**config.mk**
```make
export PLATFORM = sky130hd
export DESIGN_NAME = signed_int_to_decimal_ascii
export DESIGN_NICKNAME = d
export VERILOG_FILES = /design/src/sv/sidac_pkg.sv /design/src/sv/sidac_stage.sv /design/src/sv/signed_int_to_decimal_ascii.sv
export SDC_FILE = /design/constraint.sdc
export NUM_CORES = 1
export LEC_CHECK = 0
export BUFFER_PORTS_ARGS = -buffer_cell sky130_fd_sc_hd__buf_2
export CORE_ASPECT_RATIO = 1.5
export CORE_MARGIN = 2
export CORE_UTILIZATION = 28
export DETAILED_ROUTE_END_ITERATION = 12
export RECOVER_POWER = 50
export SKIP_LAST_GASP = 1
export SLEW_MARGIN = 10
export SYNTH_ARGS = -nofsm -noshare
export SYNTH_HDL_FRONTEND = slang
export SYNTH_HIERARCHICAL = 1
export SYNTH_SLANG_ARGS = --single-unit
```
**constraint.sdc**
```tcl
create_clock -name clk -period 6.55 [get_ports clk]
set_input_delay 0.3275 -clock clk [delete_from_list [all_inputs] [get_ports clk]]
set_output_delay 0.3275 -clock clk [all_outputs]
set_load 0.02 [all_outputs]
```
**src/sv/sidac_pkg.sv**
```systemverilog
`default_nettype none
package sidac_pkg;
	localparam int unsigned ValueWidth = 32;
	localparam int unsigned NumDigits = 10;
	localparam int unsigned BcdWidth = 4 * NumDigits;
	localparam int unsigned DabbleSteps = 8;
	localparam int unsigned NumStages = ValueWidth / DabbleSteps;
	localparam logic [6:0] AsciiZero = 7'd48;
	localparam logic [6:0] AsciiMinus = 7'd45;

	typedef struct packed {
		logic neg;
		logic [BcdWidth-1:0] bcd;
		logic [ValueWidth-1:0] bin;
	} sidac_word_t;
endpackage
`default_nettype wire

```
**src/sv/sidac_stage.sv**
```systemverilog
`default_nettype none
module sidac_stage (
	input wire logic clk,
	input wire logic arst_n,
	input wire logic in_valid,
	output logic in_ready,
	input sidac_pkg::sidac_word_t in_word,
	output logic out_valid,
	input wire logic out_ready,
	output sidac_pkg::sidac_word_t out_word
);
	import sidac_pkg::*;

	sidac_word_t next_word;
	sidac_word_t word_s1;
	logic valid_s1;

	always_comb begin
		next_word = in_word;
		for (int s = 0; s < DabbleSteps; s++) begin
			for (int d = 0; d < NumDigits; d++) begin
				if (next_word.bcd[4*d +: 4] >= 4'd5) begin
					next_word.bcd[4*d +: 4] = next_word.bcd[4*d +: 4] + 4'd3;
				end
			end
			{next_word.bcd, next_word.bin} = {next_word.bcd, next_word.bin} << 1;
		end
	end

	assign in_ready = !valid_s1 || out_ready;
	assign out_valid = valid_s1;
	assign out_word = word_s1;

	always_ff @(posedge clk or negedge arst_n) begin
		if (!arst_n) begin
			valid_s1 <= 1'b0;
		end else if (in_ready) begin
			valid_s1 <= in_valid;
		end
	end

	always_ff @(posedge clk) begin
		if (in_ready && in_valid) begin
			word_s1 <= next_word;
		end
	end
endmodule
`default_nettype wire

```
**src/sv/signed_int_to_decimal_ascii.sv**
```systemverilog
// The character serializer at the end of the pipeline sends one character per cycle
// while m_tready is high, so it sets the rate at which values are taken.
// Four binary-to-BCD stages of eight shift steps each follow the magnitude stage.
// Reset is asynchronous and active low and clears all valid and busy flags.
`default_nettype none
module signed_int_to_decimal_ascii (
	input wire logic clk,
	input wire logic arst_n,
	input wire logic s_tvalid,
	output logic s_tready,
	input wire logic [31:0] s_tdata, // value[31:0]
	output logic m_tvalid,
	input wire logic m_tready,
	output logic [7:0] m_tdata, // ascii_char[6:0], zero[7]
	output logic m_tlast
);
	import sidac_pkg::*;

	sidac_word_t word_s1;
	logic valid_s1;
	logic ready_s1;
	logic [NumStages:0] valid_c;
	logic [NumStages:0] ready_c;
	sidac_word_t word_c [NumStages+1];

	logic busy_q;
	logic neg_q;
	logic [BcdWidth-1:0] bcd_q;
	logic [3:0] idx_q;
	logic [3:0] top_digit;
	logic done;
	logic load_ok;

	assign ready_s1 = ready_c[0];
	assign s_tready = !valid_s1 || ready_s1;

	always_ff @(posedge clk or negedge arst_n) begin
		if (!arst_n) begin
			valid_s1 <= 1'b0;
		end else if (s_tready) begin
			valid_s1 <= s_tvalid;
		end
	end

	always_ff @(posedge clk) begin
		if (s_tready && s_tvalid) begin
			word_s1.neg <= s_tdata[31];
			word_s1.bcd <= '0;
			word_s1.bin <= s_tdata[31] ? (32'd0 - s_tdata) : s_tdata;
		end
	end

	assign valid_c[0] = valid_s1;
	assign word_c[0] = word_s1;

	for (genvar g = 0; g < NumStages; g++) begin : g_stage
		sidac_stage u_stage (
			.clk(clk),
			.arst_n(arst_n),
			.in_valid(valid_c[g]),
			.in_ready(ready_c[g]),
			.in_word(word_c[g]),
			.out_valid(valid_c[g+1]),
			.out_ready(ready_c[g+1]),
			.out_word(word_c[g+1])
		);
	end

	assign done = m_tready && !neg_q && (idx_q == 4'd0);
	assign load_ok = !busy_q || done;
	assign ready_c[NumStages] = load_ok;

	always_comb begin
		top_digit = 4'd0;
		for (int d = 0; d < NumDigits; d++) begin
			if (word_c[NumStages].bcd[4*d +: 4] != 4'd0) begin
				top_digit = 4'(d);
			end
		end
	end

	always_ff @(posedge clk or negedge arst_n) begin
		if (!arst_n) begin
			busy_q <= 1'b0;
			neg_q <= 1'b0;
			idx_q <= 4'd0;
		end else if (load_ok) begin
			busy_q <= valid_c[NumStages];
			neg_q <= valid_c[NumStages] && word_c[NumStages].neg;
			idx_q <= top_digit;
		end else if (m_tready) begin
			if (neg_q) begin
				neg_q <= 1'b0;
			end else begin
				idx_q <= idx_q - 4'd1;
			end
		end
	end

	always_ff @(posedge clk) begin
		if (load_ok && valid_c[NumStages]) begin
			bcd_q <= word_c[NumStages].bcd;
		end
	end

	assign m_tvalid = busy_q;
	assign m_tdata = {1'b0, neg_q ? AsciiMinus : (AsciiZero + {3'd0, bcd_q[4*idx_q +: 4]})};
	assign m_tlast = !neg_q && (idx_q == 4'd0);
endmodule
`default_nettype wire

```
==> After elaboration in Yosys (flattened, before gate mapping) <==
Cells that the tools add are included.
{ "classes": {"eq_ne": 1, "n_shift": 1, "add_sub_neg": 268, "mux": 281, "magnitude_cmp": 265, "n_reduce_logical": 35} }
{ "op_table": {"columns": ["operator", "n"], "rows": [
  ["4-bit by 3-bit greater-or-equal comparator with 1-bit output, second input constant", 255],
  ["4-bit two-way mux", 253],
  ["4-bit by 2-bit adder with 4-bit output, second input constant", 234],
  ["3-bit two-way mux", 22],
  ["3-bit by 2-bit adder with 3-bit output, second input constant", 21],
  ["40-bit by 7-bit variable part select with 4-bit output", 1],
  ["4-bit nonzero test", 9],
  ["1-bit by 32-bit subtractor with 32-bit output, first input constant", 1],
  ["31-bit two-way mux", 1],
  ["1-bit by 2-bit adder with 3-bit output, second input constant", 9],
  ["1-bit by 3-bit greater-or-equal comparator with 1-bit output, second input constant", 9],
  ["1-bit logical AND", 10],
  ["6-bit by 4-bit adder with 7-bit output, first input constant", 1],
  ["1-bit logical NOT", 7],
  ["7-bit two-way mux", 1],
  ["1-bit logical OR", 6],
  ["4-bit logical NOT", 1],
  ["1-bit two-way mux", 4],
  ["4-bit by 1-bit subtractor with 4-bit output, second input constant", 1],
  ["1-bit by 2-bit adder with 3-bit output, both inputs constant", 1],
  ["1-bit by 3-bit greater-or-equal comparator with 1-bit output, both inputs constant", 1],
  ["2-bit by 1-bit != test with 1-bit output, second input constant", 1],
  ["2-bit AND reduction", 1],
  ["2-bit nonzero test", 1]
]} }
{ "totals": {"wordCells": 875, "regBits": 284, "in_bits": 36} }

==> Depth between registers and ports, before layout <==
{ "logic_depth": {"word_depth": 16, "depth_mapped": 37, "ltp_nobuf": 35} }

==> Cells and area by module <==
The synthesis kept the hierarchy.
{ "by_module_without_submodules": {"columns": ["mod", "n_inst", "cells_each", "area_per_inst_um2"], "rows": [
  ["sidac_stage", 4, 1693, 12990.0],
  ["signed_int_to_decimal_ascii", 1, 260, 3764.9]
]} }

==> Worst setup path after synthesis <==
Ideal clock, no wire load.
{ "synth_path": {"kind": "register -> register", "start": "register g_stage[0].u_stage.word_s1, in the netlist g_stage[0].u_stage/out_word[40]", "end": "register g_stage[1].u_stage.word_s1, in the netlist g_stage[1].u_stage/out_word[45], data pin", "t_required_ps": 6294, "synth_period_minus_slack_ps": 7048, "setup_ps": 256, "stages_incl_launch_ff": 30, "t_arrival_ps": 6792, "slack_ps": -498, "cell_sequence": "edfxtp_1 ha_1 and2b_1 a2bb2oi_1 and2_1 inv_1 ha_1 o32a_1 o32a_1 o211a_1 a211oi_4 inv_2 ha_1 maj3_2 a211oi_4 nand2_1 a21oi_1 inv_1 ha_1 a22oi_2 nand2_1 a21o_1 and2_1 buf_2 inv_1 ha_1 a22o_1 a211oi_2 o21ai_0 a22o_1"} }
{ "synth_lines": {"columns": ["element", "line", "rtl"], "rows": [
  ["start: declaration", "sidac_stage.sv:15", "sidac_word_t word_s1;"],
  ["start signal: assignment", "sidac_stage.sv:44", "word_s1 <= next_word;"],
  ["end signal: assignment", "sidac_stage.sv:44", null],
  ["end: declaration", "sidac_stage.sv:15", null]
]} }

==> results.yml <==
route:
  wl_um: 131000
  avgViaCountPerCell: 5.41
  drt_pass1_iterations: 6
  routedWlPerCell_um: 13.2
  postRouteAntennaNets: 0
  vias: 53715
  drc: 0
  drt_iter0_markers: 2643
timing:
  rsz0062_at_grt: "true"
  max-slew-margin-rel: -0.957
  setup_ws_ps: 150
  finalHoldViolCount: 0
  finalSetupViolations: 0
  post-route-period-util: 0.977
  max_freq_mhz: 156
  worst_pin_slew_ps: 2940
  skew_ps: 25.9
  slew_violations: 167
  post-route-min-period_ps: 6400
final_layout:
  layout_commonest_cell: "nand2_1"
  drive_gt1_frac: 0.221
  final_cell_mix: "594 x nand2_1, 542 x nor2_1, 471 x buf_4, 464 x a21oi_1, 357 x o21ai_0"
  final_nets: 7688
  area_delta_synth_final_pct: 17.6
worst_setup_path:
  worstSetupPathType: "reg -> reg"
  cpPeakStageDelay_ps: 440
  critPathMaxFanout: 5
  cp_data_arrival_time_ps: 6750
  cpMaxStageDelayCell: "edfxtp_1"
  worst_path_most_repeated_cell: "ha_4"
  crit_path_start_kind: "flip-flop"
  end_kind: "flip-flop"
  required_ps: 6900
  r2r_slack_ps: 150
yosys:
  syn_inst: 6948
  syn_area_um2: 54000
  yosys_warnings: 6
  syn_area_per_cell_um2: 7.78
clock_network:
  cts_tree: "done"
  clkTransAtPathRegs_ps: 60
  cts_root_buf: "clkbuf_16"
  numCtsBuffers: 38
  clk_latency_ps: 620
  htree_levels: 2
  cts_buffer_depth: 3
  clock_sinks: 296
run:
  maxCapViolCount: 4
floorplan:
  core_um2: 192000
  start_util: 0.281
  num_rows: 197
  dieWidth_um: 363
  num_io_pins: 47
  die_area_um2: 197000
  die_height_um: 542
global_route:
  grt_max_degree: 58
  grt_antenna_before_repair: 3
  grt-ovfl-total: 0
  gr-usage-all-layers: 0.124
  grt_first_pass_wirelength_um: 221000
  first_global_vias: 50167
place:
  io_buffer_count: 43
  gp_congestion: 0.851
  dp_hpwl_um: 101000
  dp_slack_ps: -141
hold_path:
  hold_class: "in -> reg"
outcome:
  violations: "capacitance limit, slew limit"
  status: "complete, but fails checks"
==> layer usage <==
metal | vias up | share of wire | GRT usage
met1 | 25460 | 0.42 | 0.139
li1 | 27392 | - | -
met5 | - | 0.000099 | 0
met3 | 149 | 0.020 | 0.0103
met2 | 712 | 0.55 | 0.247
met4 | 2 | 0.015 | 0.0286
==> worst paths after layout <==
check	from	end	cells after the start
max in group asynchronous	arst_n	idx_q[0]$_DFFE_PN0P_	2
hold / removal	s_tdata[26]	word_c[318]$_DFFE_PP_	2
min in group asynchronous	arst_n	idx_q[1]$_DFFE_PN0P_	2
setup reg to reg	g_stage[0].u_stage/out_word[53]$_DFFE_PP_	g_stage[1].u_stage/out_word[67]$_DFFE_PP_	32
setup / recovery	g_stage[0].u_stage/out_word[53]$_DFFE_PP_	g_stage[1].u_stage/out_word[67]$_DFFE_PP_	32
hold reg to reg	g_stage[0].u_stage/out_word[16]$_DFFE_PP_	g_stage[1].u_stage/out_word[24]$_DFFE_PP_	0
==> state kept, by name, summed over array words and instances (netlist names) <==
signal                     count
idx_q                          4
bcd_q                         40
neg_q                          1
g_stage.u_stage/out_word     212
valid_s1                       1
g_stage.u_stage/out_valid      4
word_c                        33
m_tvalid                       1
==> layout make-up <==
type	count	area (µm²)
Fill cell	19966	128000
Multi-Input combinational cell	6155	44900
Sequential cell	296	8830
Timing Repair Buffer	525	3830
Tap cell	2487	3110
Inverter	393	1500
Clock buffer	40	968
Clock inverter	29	344
Antenna cell	1	2.50
==> critical path, delay by kind of cell, from the launching register on <==
kind / cells / cell delay (ps)
DFF: 1 / 440
AOI/OAI and AO/OA: 7 / 1490
muxes: 3 / 670
xor gates and xnor gates: 2 / 340
buffers and inverters: 6 / 620
adders and majority gates: 6 / 1260
and+or+nand+nor: 8 / 1340
==> metrics by stage <==
stage / hold WS [ps] / area, µm² / setup TNS, ps / util / cells
4_1_cts: 8.01 / 60900 / 0 / 0.317 / 9782
3_5_place_dp: 216 / 59300 / -1160 / 0.309 / 9687
2_1_floorplan: 31.9 / 54900 / -1.00 / - / 7107
3_3_place_gp: 216 / 59300 / 0 / 0.309 / 9687
5_1_grt: 29.9 / 63500 / -2390 / 0.331 / 9926
6_report: 45.4 / 63500 / 0 / 0.331 / 9926
==> timing repair <==
item / 4_1_cts / 5_1_grt
hold buffers: 4 / 0
hold endpoints to repair: 14 / 0
resized for setup: 14 / 353
pin swaps: 14 / 153
setup buffers: 22 / 143
endpoints found under the setup margin: 29 / 105
Power is left out: the tool's default activity adds up to more than one toggle a clock period on the data nets, which glitch-free logic cannot reach.
